`config.mk`:
```
export PLATFORM = sky130hd
export DESIGN_NAME = linear_min_max_agc_flat
export DESIGN_NICKNAME = d
export VERILOG_FILES = /design/src/hdl/lmm_agc_pkg.sv /design/src/hdl/lmm_agc_if.sv /design/src/hdl/linear_min_max_agc.sv /design/src/flat_wrapper.sv
export SDC_FILE = /design/constraint.sdc
export NUM_CORES = 1
export LEC_CHECK = 0
export BUFFER_PORTS_ARGS = -buffer_cell sky130_fd_sc_hd__buf_2
export CAP_MARGIN = 40
export CORE_MARGIN = 2
export CORE_UTILIZATION = 35
export CTS_CLUSTER_SIZE = 20
export DETAILED_ROUTE_END_ITERATION = 12
export PLACE_DENSITY = 0.51
export SLEW_MARGIN = 10
export SYNTH_ARGS = -nofsm -noshare
export SYNTH_HDL_FRONTEND = slang
export SYNTH_SLANG_ARGS = --single-unit
```
`constraint.sdc`:
```
create_clock -name clk -period 6.7 [get_ports clk]
set_input_delay 1.005 -clock clk [delete_from_list [all_inputs] [get_ports clk]]
set_output_delay 1.005 -clock clk [all_outputs]
set_load 0.02 [all_outputs]
```
`src/hdl/lmm_agc_pkg.sv`:
```
// Package for the linear min/max AGC: field widths, function codes and reset values.
// Depends on nothing; the interfaces and the top level import it.
package lmm_agc_pkg;

  localparam int unsigned PIX_W   = 16;
  localparam int unsigned OUT_W   = 8;
  localparam int unsigned NUM_W   = PIX_W + OUT_W;
  localparam int unsigned QCNT_W  = $clog2(OUT_W);

  typedef logic [PIX_W-1:0] pix_t;
  typedef logic [OUT_W-1:0] scaled_t;

  // Function codes carried in the func field.
  localparam logic FUNC_MEASURE = 1'b0;
  localparam logic FUNC_CONVERT = 1'b1;

  localparam pix_t    MIN_RESET  = 16'hFFFF;
  localparam pix_t    MAX_RESET  = 16'h0000;
  localparam scaled_t FULL_SCALE = 8'hFF;
  localparam scaled_t ZERO_SCALE = 8'h00;

endpackage

```
`src/hdl/lmm_agc_if.sv`:
```
// Valid/ready channel interfaces for the linear min/max AGC input and result streams.
// Depends on lmm_agc_pkg.
interface lmm_agc_in_if;
  import lmm_agc_pkg::*;

  logic valid;
  logic ready;
  logic func;
  logic frame_start;
  pix_t pixel;

  modport source (output valid, output func, output frame_start, output pixel, input ready);
  modport sink   (input valid, input func, input frame_start, input pixel, output ready);
endinterface

interface lmm_agc_out_if;
  import lmm_agc_pkg::*;

  logic    valid;
  logic    ready;
  scaled_t scaled;

  modport source (output valid, output scaled, input ready);
  modport sink   (input valid, input scaled, output ready);
endinterface

```
`src/hdl/linear_min_max_agc.sv`:
```
// Top level of the linear min/max AGC: 16-bit to 8-bit contrast stretch with a shared
// restoring divider. Depends on lmm_agc_pkg and the channel interfaces in lmm_agc_if.
//
//   Channel  | Direction | Payload                       | Notes
//   ---------+-----------+-------------------------------+------------------------------
//   in_ch    | sink      | func, frame_start, pixel[15:0]| measure or convert transaction
//   out_ch   | source    | scaled[7:0]                   | one per convert transaction
//
// A measure transaction is folded into the running minimum and maximum in the cycle it
// is accepted, so measures stream at one per cycle while no convert is in flight. A
// convert transaction goes from acceptance to the result register through the load
// state, which picks out the saturating cases and forms 255*(pixel-min), the divide
// state, in which a single subtract-and-compare unit produces one quotient bit per
// cycle, and the done state, which hands the quotient to the output register.
// Saturated results skip the divider. The input is not ready while a convert is in
// flight, so no new transaction is taken until its result has gone to the output
// register. The output register holds its transaction until out_ch.ready; a
// finished quotient waits in the done state until the register is free, so a stalled
// sink backs up into the input. Synchronous active-low reset sets the minimum to
// 65535, the maximum to 0 and empties the pipeline.
module linear_min_max_agc (
  input  logic clk,
  input  logic rst_n,
  lmm_agc_in_if.sink    in_ch,
  lmm_agc_out_if.source out_ch
);
  import lmm_agc_pkg::*;

  typedef enum logic [1:0] {
    ST_IDLE,
    ST_LOAD,
    ST_DIV,
    ST_DONE
  } state_t;

  state_t  state_r, state_nxt;
  pix_t    min_r, min_nxt;
  pix_t    max_r, max_nxt;
  pix_t    pix_r, pix_nxt;
  logic [NUM_W-1:0]   rem_r, rem_nxt;
  logic [NUM_W-2:0]   den_r, den_nxt;
  scaled_t quo_r, quo_nxt;
  logic [QCNT_W-1:0]  cnt_r, cnt_nxt;
  logic    out_valid_r, out_valid_nxt;
  scaled_t scaled_r, scaled_nxt;

  logic    in_acc;
  pix_t    diff;
  pix_t    span;
  logic [NUM_W-1:0] den_ext;
  logic    take;
  pix_t    meas_min;
  pix_t    meas_max;

  assign in_ch.ready   = (state_r == ST_IDLE);
  assign in_acc        = in_ch.valid && in_ch.ready;
  assign out_ch.valid  = out_valid_r;
  assign out_ch.scaled = scaled_r;

  assign diff    = pix_r - min_r;
  assign span    = max_r - min_r;
  assign den_ext = {1'b0, den_r};
  // The shared unit: one trial subtraction of the shifted divisor per cycle.
  assign take    = (rem_r >= den_ext);

  // A frame start restarts the extremes before the pixel is included.
  assign meas_min = in_ch.frame_start ? MIN_RESET : min_r;
  assign meas_max = in_ch.frame_start ? MAX_RESET : max_r;

  always_comb begin
    state_nxt     = state_r;
    min_nxt       = min_r;
    max_nxt       = max_r;
    pix_nxt       = pix_r;
    rem_nxt       = rem_r;
    den_nxt       = den_r;
    quo_nxt       = quo_r;
    cnt_nxt       = cnt_r;
    out_valid_nxt = out_valid_r;
    scaled_nxt    = scaled_r;

    if (out_valid_r && out_ch.ready) begin
      out_valid_nxt = 1'b0;
    end

    unique case (state_r)
      ST_IDLE: begin
        if (in_acc) begin
          if (in_ch.func == FUNC_MEASURE) begin
            min_nxt = (in_ch.pixel <= meas_min) ? in_ch.pixel : meas_min;
            max_nxt = (in_ch.pixel >= meas_max) ? in_ch.pixel : meas_max;
          end else begin
            pix_nxt   = in_ch.pixel;
            state_nxt = ST_LOAD;
          end
        end
      end
      ST_LOAD: begin
        // An empty or flat range and pixels at or below the minimum give zero;
        // pixels at or above the maximum give full scale.
        if (max_r <= min_r || pix_r <= min_r) begin
          quo_nxt   = ZERO_SCALE;
          state_nxt = ST_DONE;
        end else if (pix_r >= max_r) begin
          quo_nxt   = FULL_SCALE;
          state_nxt = ST_DONE;
        end else begin
          // 255*x formed as x*256 - x.
          rem_nxt   = {diff, {OUT_W{1'b0}}} - {{OUT_W{1'b0}}, diff};
          den_nxt   = {span, {(OUT_W-1){1'b0}}};
          quo_nxt   = ZERO_SCALE;
          cnt_nxt   = '0;
          state_nxt = ST_DIV;
        end
      end
      ST_DIV: begin
        if (take) begin
          rem_nxt = rem_r - den_ext;
        end
        quo_nxt = {quo_r[OUT_W-2:0], take};
        den_nxt = den_r >> 1;
        cnt_nxt = cnt_r + 1'b1;
        if (cnt_r == QCNT_W'(OUT_W - 1)) begin
          state_nxt = ST_DONE;
        end
      end
      ST_DONE: begin
        if (!out_valid_r || out_ch.ready) begin
          out_valid_nxt = 1'b1;
          scaled_nxt    = quo_r;
          state_nxt     = ST_IDLE;
        end
      end
      default: begin
        state_nxt = ST_IDLE;
      end
    endcase
  end

  always_ff @(posedge clk) begin
    if (!rst_n) begin
      state_r     <= ST_IDLE;
      min_r       <= MIN_RESET;
      max_r       <= MAX_RESET;
      out_valid_r <= 1'b0;
    end else begin
      state_r     <= state_nxt;
      min_r       <= min_nxt;
      max_r       <= max_nxt;
      out_valid_r <= out_valid_nxt;
    end
    pix_r    <= pix_nxt;
    rem_r    <= rem_nxt;
    den_r    <= den_nxt;
    quo_r    <= quo_nxt;
    cnt_r    <= cnt_nxt;
    scaled_r <= scaled_nxt;
  end

endmodule

```
`src/flat_wrapper.sv`:
```
// flat-port wrapper written by rule: the top's interface ports become plain ports
module linear_min_max_agc_flat import lmm_agc_pkg::*;
  (clk, rst_n, in_ch_valid, in_ch_func, in_ch_frame_start, in_ch_pixel, in_ch_ready, out_ch_valid, out_ch_scaled, out_ch_ready);
  lmm_agc_in_if in_ch_i ();
  lmm_agc_out_if out_ch_i ();
  input  logic clk;
  input  logic rst_n;
  input wire logic [$bits(in_ch_i.valid)-1:0] in_ch_valid;
  input wire logic [$bits(in_ch_i.func)-1:0] in_ch_func;
  input wire logic [$bits(in_ch_i.frame_start)-1:0] in_ch_frame_start;
  input wire logic [$bits(in_ch_i.pixel)-1:0] in_ch_pixel;
  output wire logic [$bits(in_ch_i.ready)-1:0] in_ch_ready;
  output wire logic [$bits(out_ch_i.valid)-1:0] out_ch_valid;
  output wire logic [$bits(out_ch_i.scaled)-1:0] out_ch_scaled;
  input wire logic [$bits(out_ch_i.ready)-1:0] out_ch_ready;
  assign in_ch_i.valid = in_ch_valid;
  assign in_ch_i.func = in_ch_func;
  assign in_ch_i.frame_start = in_ch_frame_start;
  assign in_ch_i.pixel = in_ch_pixel;
  assign in_ch_ready = in_ch_i.ready;
  assign out_ch_valid = out_ch_i.valid;
  assign out_ch_scaled = out_ch_i.scaled;
  assign out_ch_i.ready = out_ch_ready;
  linear_min_max_agc u_core (.clk(clk), .rst_n(rst_n), .in_ch(in_ch_i), .out_ch(out_ch_i));
endmodule
```
==> impl_metrics.toml <==
[clocking]
clockBufferDepth = 2
cts_setup_buffers = 0
path_clk_slew_ns = 0.06
insertion_delay_ns = 0.42
ctsHoldBuffers = 0
cts_tree = "built"
ctsResizeCount = 0
cts_sinks = 117
cts_buffers = 17
cts-root-buf = "clkbuf_16"
htreeDepth = 4

[timing]
fin_crit_sh_pct = 68.8
relSlewSlack_pct = 49.2
timing.hold.ws_ns = 0.419
fmax_ghz = 0.217
worstMarginPinSlew_ns = 0.761
clock_skew_ns = 0.0112
period_minus_slack_ns = 4.61
hold_viol = 0
setup_violations = 0
fin_setup_tns_ns = 0
grt_setup_unrepaired = "no"
slew_violations = 0
fin_ws_ns = 2.09

[critical_path]
crit_fanout = 6
ff2ff_path_depth = 16
arrival_ns = 4.89
required_ns = 6.98
worstSetupEndpointType = "flop"
r2r_slack_ns = 2.09
crit_type = "reg2reg"
cp-start-kind = "flop"

[routing]
wire_per_inst_um = 16.3
vias = 7437
drt-initial-drc-count = 366
finalWirelength_mm = 22.9
drc = 0
dr.pass1.iters = 5
ant_nets = 0
viasPerCell = 5.29

[floorplan]
start_util_pct = 35.7
fp.dieArea_um2 = 28000
pin_count = 32
die_w_um = 167
std_cell_rows = 59
fp.coreArea_um2 = 26100
die_y_um = 167

[status]
outcome = "complete, no violations"

[power_and_ir_drop]
p_leak_nw = 4.42
power.density_nw_per_um2 = 446
ir_drop_uv = 194

[yosys]
yosysSeqAreaShare_pct = 33.9
synth_nets = 1170
netlist_instances = 1029
async_flop_share_pct = 0
synth.avg_cell_area_um2 = 9.06
synth_enable_flop_cells = 82
ys_warn_count = 0
post_synth_num_cell_types = 82
synth_area_um2 = 9320
ys_ff_latch = 117
ys.flop_type = "edfxtp_1"

[job]
max_cap_violations = 0

[layout]
final_common_cell = "ha_1"
utilization_pct = 40.0
syn2layout_area_growth_pct = 12.0
nets = 1200
instances_no_fill = 1407
fillers = 2695
drive_gt1_share_pct = 8.86
num_antenna_cells = 0
final_cell_mix = "ha_1 (115), nand2_1 (97), inv_1 (93)"

[global_routing]
antenna_found_initial = 0
grt_pass1_vias = 7303
grt_max_degree = 64
grt_pass1_wl_mm = 38.0
grt_usage_pct = 17.0
gr-total-overflow = 0

[placement]
hpwlAfterDp_mm = 17.8
dp_worst_setup_slack_ns = 2.10
placed_cells = 1375
place_congestion = 0.868
numPortBuffers = 31

[hold_path]
hold_class = "reg2reg"
hold_depth = 0
-- worst paths after layout --
path	startpoint	end
setup reg to reg	u_core.pix_r[0]	u_core.rem_r[18]
setup / recovery	u_core.pix_r[0]	u_core.rem_r[18]
hold / removal	u_core.quo_r[7]	u_core.out_ch.scaled[7]
hold reg to reg	u_core.quo_r[7]	u_core.out_ch.scaled[7]
-- routing by layer --
layer / GRT usage, % / wire length, um
met1: 23.9 / 11600
met2: 27.4 / 10500
met3: 1.89 / 517
met4: 5.26 / 311
met5: 0 / 0
-- state kept, by name, summed over array words and instances, names as in the netlist --
name,cells
u_core.out_ch.valid,1
u_core.min_r,16
u_core.quo_r,8
u_core.pix_r,16
u_core.state_r,2
u_core.max_r,16
u_core.rem_r,24
u_core.den_r,23
u_core.out_ch.scaled,8
u_core.cnt_r,3
-- report_power, final --
group          leakage (nW)  internal, W  switching (W)
sequential             1.06      0.00115       0.000125
clock                 0.286     0.000556       0.000370
combinational          3.08     0.000974        0.00149
-- worst max-delay path, cell delays in order, from the launching register on --
cell,delay (ns)
edfxtp_1,0.33
inv_1,0.07
ha_1,0.21
fa_1,0.45
nand2b_1,0.19
a21oi_1,0.31
o22a_1,0.22
xor2_1,0.42
inv_1,0.15
ha_1,0.34
nand2_1,0.13
o31ai_1,0.11
maj3_1,0.43
a221oi_2,0.44
o21ai_2,0.13
or4_1,0.48
nand3_1,0.07
-- through the flow --
step | power, W | area [um^2]
floorplan | 0.00314 | 9320
global placement | 0.00374 | 9840
detailed placement | 0.00373 | 9850
CTS | 0.00469 | 10400
global route | 0.00506 | 10400
finish | 0.00466 | 10400
-- synth_stat cells, drive strengths merged, types with 5 or more instances --
master | number | area [um^2]
edfxtp | 82 | 2460
a21boi | 5 | 41.3
xor2 | 18 | 158
clkbuf | 19 | 71.3
a21o | 36 | 270
nor3 | 21 | 105
o21a | 10 | 75.1
o31ai | 11 | 87.6
mux2i | 21 | 210
nor2b | 12 | 75.1
a221oi | 5 | 50.0
nand2 | 97 | 364
and3 | 8 | 50.1
a21oi | 63 | 327
nand4 | 11 | 68.8
o211ai | 8 | 60.1
o31a | 5 | 43.8
xnor2 | 34 | 305
nand2b | 30 | 188
buf | 9 | 60.1
o22a | 18 | 158
or3 | 7 | 43.8
a211oi | 7 | 65.1
and2 | 5 | 31.3
nor2 | 83 | 314
ha | 116 | 1450
dfxtp | 35 | 701
o21bai | 10 | 86.3
inv | 93 | 349
nand3 | 20 | 105
o21ai | 61 | 309
-- logic make-up after synthesis --
logic type	count (synthesis)	share of synthesized area, %
AO/OA/AOI/OAI	278	20.7
XOR/XNOR	52	4.97
adder cells (fa/ha/maj)	120	16.3
buffers and inverters	121	5.15
flip-flops	117	33.9
multiplexers	21	2.25
AND/OR/NAND/NOR	320	16.6
-- cell type report --
cell class	instances	area, um^2	share of cell area [%]
multi-input cells	791	5710	54.6
flip-flops and latches	117	3160	30.3
clock buffers	17	425	4.07
well taps	335	419	4.01
inverters	93	349	3.34
repair buffers	39	213	2.04
clock inverters	15	168	1.61
Note: power is estimated with default switching activity, not from simulation.
